==> src/hdl/lcd_pkg.sv <==
package lcd_pkg;

  // default sizes
  localparam int DEF_MAX_WORKERS = 16;
  localparam int DEF_NUM_PHASES  = 16;
  localparam int DEF_INDEX_BITS  = 24;

  // fixed field widths
  localparam int OUT_W     = 32;
  localparam int ITEM_W    = 24;
  localparam int CHUNK_W   = 24;
  localparam int WORKERS_W = 5;
  localparam int CFG_IDX_W = 2;
  localparam int CFG_DAT_W = 24;

  // commands
  localparam logic [1:0] CMD_REQUEST    = 2'd0;
  localparam logic [1:0] CMD_CLR_WORKER = 2'd1;
  localparam logic [1:0] CMD_CLR_PHASE  = 2'd2;

  // schedule modes
  localparam logic [1:0] MODE_STATIC  = 2'd0;
  localparam logic [1:0] MODE_DYNAMIC = 2'd1;
  localparam logic [1:0] MODE_GUIDED  = 2'd2;

  // config register indexes
  localparam logic [CFG_IDX_W-1:0] REG_MODE    = 2'd0;
  localparam logic [CFG_IDX_W-1:0] REG_WORKERS = 2'd1;
  localparam logic [CFG_IDX_W-1:0] REG_CHUNK   = 2'd2;

  // config reset values
  localparam logic [1:0]           RST_MODE    = MODE_DYNAMIC;
  localparam logic [WORKERS_W-1:0] RST_WORKERS = 5'd1;
  localparam logic [CHUNK_W-1:0]   RST_CHUNK   = 24'd64;

  // shared unit operations
  localparam logic [1:0] ALU_LOAD  = 2'd0;
  localparam logic [1:0] ALU_SHADD = 2'd1;
  localparam logic [1:0] ALU_ADD   = 2'd2;
  localparam logic [1:0] ALU_DIV   = 2'd3;

  typedef struct packed {
    logic [1:0]        command;
    logic [3:0]        worker_id;
    logic [3:0]        phase;
    logic [ITEM_W-1:0] total_items;
  } in_word_t;

  typedef struct packed {
    logic [OUT_W-1:0] range_start;
    logic [OUT_W-1:0] range_end;
    logic             exhausted;
  } out_word_t;

  typedef struct packed {
    logic             en;
    logic [1:0]       op;
    logic             bit_in;
    logic [OUT_W-1:0] operand;
  } alu_ctl_t;

  typedef struct packed {
    logic [OUT_W-1:0] value;
    logic             sat;
  } alu_res_t;

endpackage

==> src/hdl/lcd_alu.sv <==
// Shared step unit: saturating shift-add multiply steps, plain add,
// restoring divide steps (dividend in acc[23:0], divisor in operand[4:0]).
module lcd_alu import lcd_pkg::*; (
  input  logic     clk,
  input  alu_ctl_t ctl,
  output alu_res_t res
);

  logic [OUT_W-1:0] acc_r, acc_nxt;
  logic             sat_r, sat_nxt;
  logic [4:0]       rem_r, rem_nxt;
  logic [OUT_W+1:0] add_a, add_b, sum;
  logic             add_ci;
  logic [5:0]       div_sh;
  logic             ge;

  always_comb begin
    div_sh = {rem_r, acc_r[ITEM_W-1]};
    add_a  = '0;
    add_b  = '0;
    add_ci = 1'b0;
    case (ctl.op)
      ALU_SHADD: begin
        add_a = {1'b0, acc_r, 1'b0};
        add_b = ctl.bit_in ? (OUT_W+2)'(ctl.operand) : '0;
      end
      ALU_ADD: begin
        add_a = (OUT_W+2)'(acc_r);
        add_b = (OUT_W+2)'(ctl.operand);
      end
      ALU_DIV: begin
        add_a  = (OUT_W+2)'(div_sh);
        add_b  = ~((OUT_W+2)'(ctl.operand[4:0]));
        add_ci = 1'b1;
      end
      default: begin
      end
    endcase
    sum = add_a + add_b + (OUT_W+2)'(add_ci);
    ge  = !sum[OUT_W+1];

    acc_nxt = acc_r;
    sat_nxt = sat_r;
    rem_nxt = rem_r;
    if (ctl.en) begin
      case (ctl.op)
        ALU_LOAD: begin
          acc_nxt = ctl.operand;
          sat_nxt = 1'b0;
          rem_nxt = '0;
        end
        ALU_SHADD, ALU_ADD: begin
          acc_nxt = sum[OUT_W-1:0];
          sat_nxt = sat_r | (sum[OUT_W+1:OUT_W] != 2'b00);
        end
        ALU_DIV: begin
          rem_nxt = ge ? sum[4:0] : div_sh[4:0];
          acc_nxt = {acc_r[OUT_W-2:0], ge};
        end
        default: begin
        end
      endcase
    end
  end

  always_ff @(posedge clk) begin
    acc_r <= acc_nxt;
    sat_r <= sat_nxt;
    rem_r <= rem_nxt;
  end

  assign res.value = acc_r;
  assign res.sat   = sat_r;

endmodule

==> src/hdl/lcd_store.sv <==
// Small state table: one write and one registered read per cycle.
// Entries never written read as zero through per-entry valid bits.
module lcd_store import lcd_pkg::*; #(
  parameter int DEPTH = DEF_NUM_PHASES,
  parameter int WIDTH = DEF_INDEX_BITS,
  parameter int AW    = (DEPTH > 1) ? $clog2(DEPTH) : 1
) (
  input  logic             clk,
  input  logic             rst_n,
  input  logic             rd_en,
  input  logic [AW-1:0]    rd_addr,
  output logic [WIDTH-1:0] rd_data,
  input  logic             wr_en,
  input  logic [AW-1:0]    wr_addr,
  input  logic [WIDTH-1:0] wr_data
);

  localparam int ENTRIES = 1 << AW;

  logic [WIDTH-1:0]   mem [ENTRIES];
  logic [ENTRIES-1:0] valid_r;
  logic [WIDTH-1:0]   rd_mem_r;
  logic               rd_vld_r;

  always_ff @(posedge clk) begin
    if (!rst_n) begin
      valid_r  <= '0;
      rd_vld_r <= 1'b0;
    end else begin
      if (wr_en) begin
        valid_r[wr_addr] <= 1'b1;
      end
      if (rd_en) begin
        rd_vld_r <= valid_r[rd_addr];
      end
    end
  end

  always_ff @(posedge clk) begin
    if (wr_en) begin
      mem[wr_addr] <= wr_data;
    end
    if (rd_en) begin
      rd_mem_r <= mem[rd_addr];
    end
  end

  assign rd_data = rd_vld_r ? rd_mem_r : '0;

endmodule

==> src/hdl/loop_chunk_dispatcher.sv <==
// Loop chunk dispatcher. A word is taken when start is high and busy is low;
// busy then stays high until the answer is ready, and the answer appears on
// out_data for exactly one cycle with out_valid, in the first cycle busy is low.
// The receiver cannot stall it, so out_data must be captured on that strobe.
// A new word may be issued in the same cycle the previous answer shows.
// Busy time per word is set by one shared step unit (one adder) that is
// reused under the sequencer here:
//   clear commands, unused commands, out-of-range worker/phase and
//   exhausted dynamic/guided loops: table read only;
//   dynamic: table read, then the range bound;
//   guided: 24 restoring divide steps of remaining / workers;
//   static: 5 multiply steps by the worker count, one add of the
//   worker id, 24 multiply steps by the chunk size, the multiply skipped
//   when the chunk number alone already overflows 32 bits.
// The strobe cycle is also the first cycle a new word can be taken.
// Config writes (cfg_ready is always high) are meant to happen
// only while idle.
module loop_chunk_dispatcher import lcd_pkg::*; #(
  parameter int MAX_WORKERS = DEF_MAX_WORKERS,
  parameter int NUM_PHASES  = DEF_NUM_PHASES,
  parameter int INDEX_BITS  = DEF_INDEX_BITS
) (
  input  logic                 clk,
  input  logic                 rst_n,
  input  logic                 start,
  input  in_word_t             in_data,
  output logic                 busy,
  output logic                 out_valid,
  output out_word_t            out_data,
  input  logic                 cfg_valid,
  output logic                 cfg_ready,
  input  logic [CFG_IDX_W-1:0] cfg_index,
  input  logic [CFG_DAT_W-1:0] cfg_data
);

  localparam int WAW = (MAX_WORKERS > 1) ? $clog2(MAX_WORKERS) : 1;
  localparam int PAW = (NUM_PHASES > 1) ? $clog2(NUM_PHASES) : 1;
  localparam logic [INDEX_BITS-1:0] IDX_MAX = '1;
  localparam logic [ITEM_W-1:0] N_MASK = (INDEX_BITS >= ITEM_W) ? '1 :
                                         ITEM_W'((33'd1 << INDEX_BITS) - 33'd1);
  localparam logic [OUT_W-1:0] OUT_SAT = '1;

  // step counter start values
  localparam logic [4:0] CNT_K = 5'(WORKERS_W - 1);
  localparam logic [4:0] CNT_C = 5'(CHUNK_W - 1);
  localparam logic [4:0] CNT_D = 5'(ITEM_W - 1);

  // sequencer states
  localparam logic [2:0] S_IDLE = 3'd0;
  localparam logic [2:0] S_EVAL = 3'd1;  // table data ready, pick path
  localparam logic [2:0] S_KMUL = 3'd2;  // job count * workers
  localparam logic [2:0] S_WID  = 3'd3;  // + worker id
  localparam logic [2:0] S_CAP  = 3'd4;  // hold chunk number
  localparam logic [2:0] S_CMUL = 3'd5;  // chunk number * chunk size
  localparam logic [2:0] S_DIV  = 3'd6;  // remaining / workers
  localparam logic [2:0] S_FIN  = 3'd7;  // bound the range, update offset

  logic [2:0]           state_r, state_nxt;
  logic [1:0]           mode_r;
  logic [WORKERS_W-1:0] workers_r;
  logic [CHUNK_W-1:0]   chunk_r;

  logic [1:0]           cmd_r;
  logic [3:0]           wid_r, ph_r;
  logic [ITEM_W-1:0]    n_r;
  logic [4:0]           cnt_r, cnt_nxt;
  logic [OUT_W-1:0]     a_r;
  logic                 a_sat_r;
  logic                 cap_en;
  logic                 out_valid_r, out_valid_nxt;
  out_word_t            out_r, out_nxt;

  logic                 accept;
  logic [WORKERS_W-1:0] k;
  logic [CHUNK_W-1:0]   c;
  logic                 wid_ok, ph_ok;

  logic [INDEX_BITS-1:0] jobs_rd, off_rd;
  logic                  job_we, phs_we;
  logic [INDEX_BITS-1:0] job_wdata, phs_wdata;

  alu_ctl_t             alu_ctl;
  alu_res_t             alu_res;

  logic [OUT_W-1:0]     n32, off32, st_start;
  logic [OUT_W:0]       st_sum, dyn_sum;
  logic [CHUNK_W-1:0]   len, quot;

  assign accept    = start && !busy;
  assign busy      = (state_r != S_IDLE);
  assign cfg_ready = 1'b1;
  assign out_valid = out_valid_r;
  assign out_data  = out_r;

  // zero workers / zero chunk act as one
  assign k = (workers_r == '0) ? WORKERS_W'(1) : workers_r;
  assign c = (chunk_r == '0) ? CHUNK_W'(1) : chunk_r;

  assign wid_ok = (9'(wid_r) < 9'(MAX_WORKERS));
  assign ph_ok  = (9'(ph_r) < 9'(NUM_PHASES));

  // config registers
  always_ff @(posedge clk) begin
    if (!rst_n) begin
      mode_r    <= RST_MODE;
      workers_r <= RST_WORKERS;
      chunk_r   <= RST_CHUNK;
    end else if (cfg_valid && cfg_ready) begin
      case (cfg_index)
        REG_MODE:    mode_r    <= cfg_data[1:0];
        REG_WORKERS: workers_r <= cfg_data[WORKERS_W-1:0];
        REG_CHUNK:   chunk_r   <= cfg_data[CHUNK_W-1:0];
        default: begin
        end
      endcase
    end
  end

  // per-worker job counts and per-phase shared offsets
  lcd_store #(
    .DEPTH (MAX_WORKERS),
    .WIDTH (INDEX_BITS),
    .AW    (WAW)
  ) u_jobs (
    .clk     (clk),
    .rst_n   (rst_n),
    .rd_en   (accept),
    .rd_addr (WAW'(in_data.worker_id)),
    .rd_data (jobs_rd),
    .wr_en   (job_we),
    .wr_addr (WAW'(wid_r)),
    .wr_data (job_wdata)
  );

  lcd_store #(
    .DEPTH (NUM_PHASES),
    .WIDTH (INDEX_BITS),
    .AW    (PAW)
  ) u_offs (
    .clk     (clk),
    .rst_n   (rst_n),
    .rd_en   (accept),
    .rd_addr (PAW'(in_data.phase)),
    .rd_data (off_rd),
    .wr_en   (phs_we),
    .wr_addr (PAW'(ph_r)),
    .wr_data (phs_wdata)
  );

  lcd_alu u_alu (
    .clk (clk),
    .ctl (alu_ctl),
    .res (alu_res)
  );

  // range bounding
  assign n32   = OUT_W'(n_r);
  assign off32 = OUT_W'(off_rd);
  assign quot  = alu_res.value[CHUNK_W-1:0];

  // static start: saturated chunk number times chunk size
  assign st_start = (a_sat_r || alu_res.sat) ? OUT_SAT : alu_res.value;
  assign st_sum   = (OUT_W+1)'(st_start) + (OUT_W+1)'(c);

  // guided takes the larger of the share and the chunk
  assign len     = (mode_r == MODE_GUIDED && quot > c) ? quot : c;
  assign dyn_sum = (OUT_W+1)'(off32) + (OUT_W+1)'(len);

  always_comb begin
    state_nxt     = state_r;
    cnt_nxt       = cnt_r;
    cap_en        = 1'b0;
    out_valid_nxt = 1'b0;
    out_nxt       = out_r;
    job_we        = 1'b0;
    job_wdata     = '0;
    phs_we        = 1'b0;
    phs_wdata     = '0;
    alu_ctl       = '0;

    case (state_r)
      S_IDLE: begin
        if (accept) begin
          state_nxt = S_EVAL;
        end
      end

      S_EVAL: begin
        out_nxt   = '0;
        state_nxt = S_IDLE;
        case (cmd_r)
          CMD_CLR_WORKER: begin
            job_we        = wid_ok;
            out_valid_nxt = 1'b1;
          end
          CMD_CLR_PHASE: begin
            phs_we        = ph_ok;
            out_valid_nxt = 1'b1;
          end
          CMD_REQUEST: begin
            if (mode_r == MODE_STATIC) begin
              if (!wid_ok) begin
                out_valid_nxt = 1'b1;
              end else begin
                // job count advances even when the range comes out empty
                job_we      = (jobs_rd < IDX_MAX);
                job_wdata   = jobs_rd + INDEX_BITS'(1);
                alu_ctl.en  = 1'b1;
                alu_ctl.op  = ALU_LOAD;
                cnt_nxt     = CNT_K;
                state_nxt   = S_KMUL;
              end
            end else if (!ph_ok) begin
              out_valid_nxt = 1'b1;
            end else if (off32 >= n32) begin
              out_nxt.range_start = off32;
              out_nxt.range_end   = off32;
              out_nxt.exhausted   = 1'b1;
              out_valid_nxt       = 1'b1;
            end else if (mode_r == MODE_GUIDED) begin
              alu_ctl.en      = 1'b1;
              alu_ctl.op      = ALU_LOAD;
              alu_ctl.operand = n32 - off32;
              cnt_nxt         = CNT_D;
              state_nxt       = S_DIV;
            end else begin
              state_nxt = S_FIN;
            end
          end
          default: begin
            out_valid_nxt = 1'b1;
          end
        endcase
      end

      S_KMUL: begin
        alu_ctl.en      = 1'b1;
        alu_ctl.op      = ALU_SHADD;
        alu_ctl.bit_in  = k[cnt_r[2:0]];
        alu_ctl.operand = OUT_W'(jobs_rd);
        cnt_nxt         = cnt_r - 5'd1;
        if (cnt_r == '0) begin
          state_nxt = S_WID;
        end
      end

      S_WID: begin
        alu_ctl.en      = 1'b1;
        alu_ctl.op      = ALU_ADD;
        alu_ctl.operand = OUT_W'(wid_r);
        state_nxt       = S_CAP;
      end

      S_CAP: begin
        cap_en     = 1'b1;
        alu_ctl.en = 1'b1;
        alu_ctl.op = ALU_LOAD;
        cnt_nxt    = CNT_C;
        // chunk number past 32 bits: start saturates, skip the multiply
        state_nxt  = alu_res.sat ? S_FIN : S_CMUL;
      end

      S_CMUL: begin
        alu_ctl.en      = 1'b1;
        alu_ctl.op      = ALU_SHADD;
        alu_ctl.bit_in  = c[cnt_r];
        alu_ctl.operand = a_r;
        cnt_nxt         = cnt_r - 5'd1;
        if (cnt_r == '0) begin
          state_nxt = S_FIN;
        end
      end

      S_DIV: begin
        alu_ctl.en      = 1'b1;
        alu_ctl.op      = ALU_DIV;
        alu_ctl.operand = OUT_W'(k);
        cnt_nxt         = cnt_r - 5'd1;
        if (cnt_r == '0) begin
          state_nxt = S_FIN;
        end
      end

      S_FIN: begin
        out_valid_nxt = 1'b1;
        state_nxt     = S_IDLE;
        if (mode_r == MODE_STATIC) begin
          out_nxt.range_start = st_start;
          if (st_start >= n32) begin
            out_nxt.range_end = st_start;
            out_nxt.exhausted = 1'b1;
          end else if (st_sum > (OUT_W+1)'(n32)) begin
            out_nxt.range_end = n32;
            out_nxt.exhausted = 1'b0;
          end else begin
            out_nxt.range_end = st_sum[OUT_W-1:0];
            out_nxt.exhausted = 1'b0;
          end
        end else begin
          out_nxt.range_start = off32;
          out_nxt.exhausted   = 1'b0;
          phs_we              = 1'b1;
          if (dyn_sum > (OUT_W+1)'(n32)) begin
            out_nxt.range_end = n32;
            phs_wdata         = INDEX_BITS'(n_r);
          end else begin
            out_nxt.range_end = dyn_sum[OUT_W-1:0];
            phs_wdata         = INDEX_BITS'(dyn_sum);
          end
        end
      end

      default: begin
        state_nxt = S_IDLE;
      end
    endcase
  end

  always_ff @(posedge clk) begin
    if (!rst_n) begin
      state_r     <= S_IDLE;
      out_valid_r <= 1'b0;
    end else begin
      state_r     <= state_nxt;
      out_valid_r <= out_valid_nxt;
    end
  end

  // payload registers
  always_ff @(posedge clk) begin
    if (accept) begin
      cmd_r <= in_data.command;
      wid_r <= in_data.worker_id;
      ph_r  <= in_data.phase;
      n_r   <= in_data.total_items & N_MASK;
    end
    if (cap_en) begin
      a_r     <= alu_res.value;
      a_sat_r <= alu_res.sat;
    end else if (accept) begin
      a_sat_r <= 1'b0;
    end
    cnt_r <= cnt_nxt;
    out_r <= out_nxt;
  end

endmodule

==> config.mk <==
export PLATFORM = sky130hd
export DESIGN_NAME = loop_chunk_dispatcher
export DESIGN_NICKNAME = d
export VERILOG_FILES = /design/src/hdl/lcd_pkg.sv /design/src/hdl/lcd_alu.sv /design/src/hdl/lcd_store.sv /design/src/hdl/loop_chunk_dispatcher.sv
export SDC_FILE = /design/constraint.sdc
export NUM_CORES = 2
export LEC_CHECK = 0
export BUFFER_PORTS_ARGS = -buffer_cell sky130_fd_sc_hd__buf_4
export CORE_ASPECT_RATIO = 1.1
export CORE_UTILIZATION = 65
export DETAILED_ROUTE_END_ITERATION = 8
export PLACE_DENSITY = 0.9
export SETUP_SLACK_MARGIN = 0.02
export SYNTH_ARGS = -nofsm -noshare
export SYNTH_HDL_FRONTEND = slang
export SYNTH_SLANG_ARGS = --single-unit
==> constraint.sdc <==
create_clock -name clk -period 14.28 [get_ports clk]
set_input_delay 0 -clock clk [delete_from_list [all_inputs] [get_ports clk]]
set_output_delay 0 -clock clk [all_outputs]
set_load 0.005 [all_outputs]
==> metrics.md <==
| Metric | Value |
|---|---|
| Area taken by flip-flops and latches | 31,100 um^2 |
| CTS HTree Levels | 3 |
| Number of failing setup endpoints in the final timing report | 0 |
| Buffers on Ports | 130 |
| Latest clock arrival within the worst-skew pair | 0.74 ns |
| Cells after Synth | 3,497 |
| First DRT Iteration DRCs | 6,400 |
| Clock edge transition at the registers on the reported setup and hold paths | 0.06 ns |
| Die X-Extent | 269 um |
| CTS tree | yes |
| Final routed wire length divided by cell count | 35.0 um |
| Post-Syn Nets | 3,774 |
| Post-synthesis sequential area ratio | 0.609 |
| Fraction of layout cells with a size suffix above 1 | 0.189 |
| Distinct cell type count after synthesis | 80 |
| Final Max Tran Viols | 0 |
| Placement row count | 107 |
| Worst-case headroom to the max-slew limit | 0.0671 |
| Number of antenna violations at the first check in global routing | 3 |
| Period minus WS final | 9.44 ns |
| Count of state elements after synthesis | 1,060 |
| Failing checks | design-rule violations, negative hold slack |
| GR Overflow Total | 0 |
| Number of sinks driven by the clock tree | 1,060 |
| Number of filler instances in the final layout | 4,402 |
| Worst endpoint required time | 14.59 ns |
| Critical path launch point type | register |
| Count of nets after finishing | 3,950 |
| Detailed placer's ending HPWL | 98.5 mm |
| Pin count of the biggest net entering global routing | 79 |
| Kind of critical path | register to register |
| Final worst-path setup slack | 4.84 ns |
| Post-Route Skew | 0.0680 ns |
| PD cells | 118 nW/um^2 |
| Number of buffers inserted during clock tree synthesis | 100 |
| Async set or reset register ratio after synthesis | 0 |
| Total detailed-routing wirelength | 168 mm |
| Worst EP arrival | 9.76 ns |
| Status | complete, but fails checks |
| R2r setup slk | 4.84 ns |
| Slew at the pin closest to its max-slew limit | 1.39 ns |
| Unrepaired setup endpoints after global routing | no |
| Footprint of the multi-input gates | 18,900 um^2 |
| Setup fix buffers added after clock tree synthesis | 0 |
| Final estimated routing congestion in global placement | 1.01 |
| Worst Path Max Fanout | 24 |
| Core region area | 77,600 um^2 |
| Overall routing resource usage | 0.422 |
| Max capacitance violation total | 0 |
| Maximum clock insertion buffer count | 3 |
| Period Utilization, post-route | 0.661 |
| Most common flop cell mapped by yosys | edfxtp_1 |
| Vertical die dimension | 296 um |
| DRC | 64 |
| Iteration count of the initial detailed-routing pass | 9 |
| Number of nets still failing antenna checks after routing | 0 |
| P&R area growth vs syn | 12.0% |
| Summed instance area of the synthesized netlist | 51,100 um^2 |
| Smallest hold slack | -0.00550 ns |
| Initial Util | 0.658 |
| Largest stage delay on the critical path | 0.89 ns |
| Highest achievable clock rate | 0.106 GHz |
| Static leakage | 18.8 nW |
| Die area | 79,800 um^2 |
| Pre-CTS setup slack | 5.35 ns |
| Detail-routed via count per cell | 7.50 |
| Count of placed standard cells in the final layout, fillers left out | 4,797 |
| Count of placed standard cells including taps | 4,525 |
| Number of enable-type register cells in the synthesized netlist | 991 |
| Count of vias placed by the detailed router | 36,000 |
| Critical path's most frequent cell | ha_1 |
| Ports placed on the boundary | 132 |
| Number of hold violations in the final report | 1 |
| Synthesis warning total | 0 |
| Hold Path Class | input port to register |
| Root buffer selected by CTS | clkbuf_16 |
| Syn avg cell area | 14.6 um^2 |
| Critical-path top delay cell | nor2_1 |
| Peak ir drop on the vdd network | 0.000150 V |
| Via count of the first global-routing pass | 35,400 |
| Sum Neg Setup Slack | 0 ns |
| Endpoint class of the critical path | register |
| Wire length of the first global-routing pass | 240 mm |
-- what timing repair did --
action / 4_1_cts / 5_1_grt
endpoints found under the setup margin: 0 / 0
resized for setup: 0 / 0
hold buffers: 78 / 3
hold endpoints to repair: 127 / 3
-- path summary, 6_finish.rpt --
kind / end / from / cells past startpoint
hold reg to reg: u_offs.valid_r[1] / u_offs.valid_r[1] / 1
hold / removal: n_r[11] / in_data[11] / 2
setup reg to reg: u_offs.mem[1][10] / chunk_r[1] / 31
setup / recovery: u_offs.mem[1][10] / chunk_r[1] / 31
-- per-stage QoR --
step | cell area (um^2) | power, W | util
CTS | 57200 | 0.00669 | 0.737
finish | 57300 | 0.00674 | 0.738
global placement | 53200 | 0.00404 | 0.686
global route | 57300 | 0.00685 | 0.738
detailed placement | 53200 | 0.00406 | 0.686
floorplan | 51100 | 0.00385 | -
-- registers in the layout, summed over array words and instances, names as in the netlist, 2 cells and up --
register         cells
u_jobs.mem         384
u_offs.mem         384
out_data            65
a_r                 32
u_alu.acc_r         32
chunk_r             24
n_r                 24
u_jobs.rd_mem_r     24
u_offs.rd_mem_r     24
u_jobs.valid_r      16
u_offs.valid_r      16
cnt_r                5
u_alu.rem_r          5
workers_r            5
ph_r                 4
wid_r                4
state_r              3
cmd_r                2
mode_r               2
-- metal layers --
layer / part of all wire / track usage / vias up
met1: 0.31 / 0.496 / 17200
met5: 0.00024 / 0 / -
met4: 0.092 / 0.323 / 4
met3: 0.14 / 0.135 / 1006
met2: 0.45 / 0.652 / 3646
li1: - / - / 14200
-- cell type report --
type                            instances  area share
Antenna cell                            3    0.000131
Sequential cell                      1060       0.544
Multi-Input combinational cell       2119       0.330
Clock buffer                          129      0.0465
Timing Repair Buffer                  277      0.0400
Clock inverter                         59     0.00985
Tap cell                             1035      0.0226
Inverter                              115     0.00754
-- logic make-up (layout without fill, tap and decap cells) --
logic type / count (synthesis) / in the layout / share of synthesized area
buffers and inverters: 318 / 580 / 0.0240
AO/OA/AOI/OAI: 704 / 704 / 0.0947
flip-flops: 1060 / 1060 / 0.609
AND/OR/NAND/NOR: 736 / 736 / 0.0673
multiplexers: 353 / 353 / 0.133
XOR/XNOR: 112 / 112 / 0.0193
other: 1 / 4 / 0.0000733
adder cells (fa/ha/maj): 213 / 213 / 0.0529
-- synthesized netlist by cell type, types with 7 or more instances --
library cell / count / share of area
mux2i_1: 70 / 0.014
o211ai_1: 16 / 0.0023
mux4_2: 257 / 0.11
and3_1: 21 / 0.0026
a31oi_1: 32 / 0.0039
o21ai_0: 126 / 0.012
nor2_1: 213 / 0.016
o31ai_1: 9 / 0.0013
and2_1: 14 / 0.0017
nand3_1: 69 / 0.0068
a21boi_0: 27 / 0.0040
a221oi_1: 34 / 0.0058
xnor2_1: 69 / 0.012
nor2b_1: 22 / 0.0027
or2_2: 7 / 0.00086
a31o_2: 9 / 0.0015
edfxtp_1: 991 / 0.58
dfxtp_1: 69 / 0.027
nor4_1: 14 / 0.0017
nand4_1: 40 / 0.0049
nor3_1: 27 / 0.0026
o21ai_1: 9 / 0.00088
a21o_1: 78 / 0.011
nand2b_1: 23 / 0.0028
o21a_1: 44 / 0.0065
ha_1: 208 / 0.051
or3_1: 36 / 0.0044
nand2_1: 225 / 0.017
inv_1: 114 / 0.0084
o221a_2: 22 / 0.0048
mux2_2: 25 / 0.0055
xor2_1: 42 / 0.0072
a21oi_1: 152 / 0.015
a211oi_1: 10 / 0.0015
o21bai_1: 16 / 0.0023
buf_2: 11 / 0.0011
a222oi_1: 18 / 0.0035
a22oi_1: 38 / 0.0056
nand3b_1: 10 / 0.0015
buf_1: 22 / 0.0016
clkbuf_1: 167 / 0.012
-- critical path: cells and delay by family, from the launching register on --
kind                     cells  cell delay [ns]
AO/OA/AOI/OAI               14             3.58
XOR/XNOR                     1             0.10
adder cells (fa/ha/maj)      3             0.93
buffers and inverters        2             0.82
flip-flops                   1             0.37
multiplexers                 2             0.60
AND/OR/NAND/NOR              9             2.64
-- report_power, final --
part	switching [W]	total, W	internal [W]
clock	0.00124	0.00268	0.00144
combinational	0.000354	0.000571	0.000217
sequential	0.0000693	0.00349	0.00342
total	0.00166	0.00674	0.00507
-- cells in the final DEF, fill, tap and decap left out, types with 18 or more instances in the layout --
| cell | Yosys | layout |
|---|---|---|
| nor2_1 | 213 | 186 |
| a31oi_1 | 32 | 32 |
| buf_4 | 1 | 194 |
| o21a_1 | 44 | 44 |
| nor2b_1 | 22 | 22 |
| a21oi_1 | 152 | 152 |
| nor3_1 | 27 | 18 |
| mux2i_1 | 70 | 70 |
| nand2_1 | 225 | 224 |
| nand2b_1 | 23 | 23 |
| clkbuf_16 | 0 | 100 |
| nand4_1 | 40 | 40 |
| nand3_1 | 69 | 69 |
| xor2_1 | 42 | 42 |
| o221a_2 | 22 | 22 |
| ha_1 | 208 | 207 |
| nor2_2 | 0 | 26 |
| a22oi_1 | 38 | 38 |
| mux2_2 | 25 | 25 |
| a21o_1 | 78 | 78 |
| mux4_2 | 257 | 257 |
| inv_1 | 114 | 114 |
| a222oi_1 | 18 | 18 |
| clkbuf_1 | 167 | 24 |
| edfxtp_1 | 991 | 991 |
| o21ai_0 | 126 | 126 |
| dfxtp_1 | 69 | 69 |
| xnor2_1 | 69 | 69 |
| a21boi_0 | 27 | 27 |
| and3_1 | 21 | 21 |
| dlygate4sd3_1 | 0 | 81 |
| or3_1 | 36 | 36 |
| clkinv_1 | 1 | 27 |
| a221oi_1 | 34 | 34 |
No activity file was read; power rests on OpenSTA's default activity.
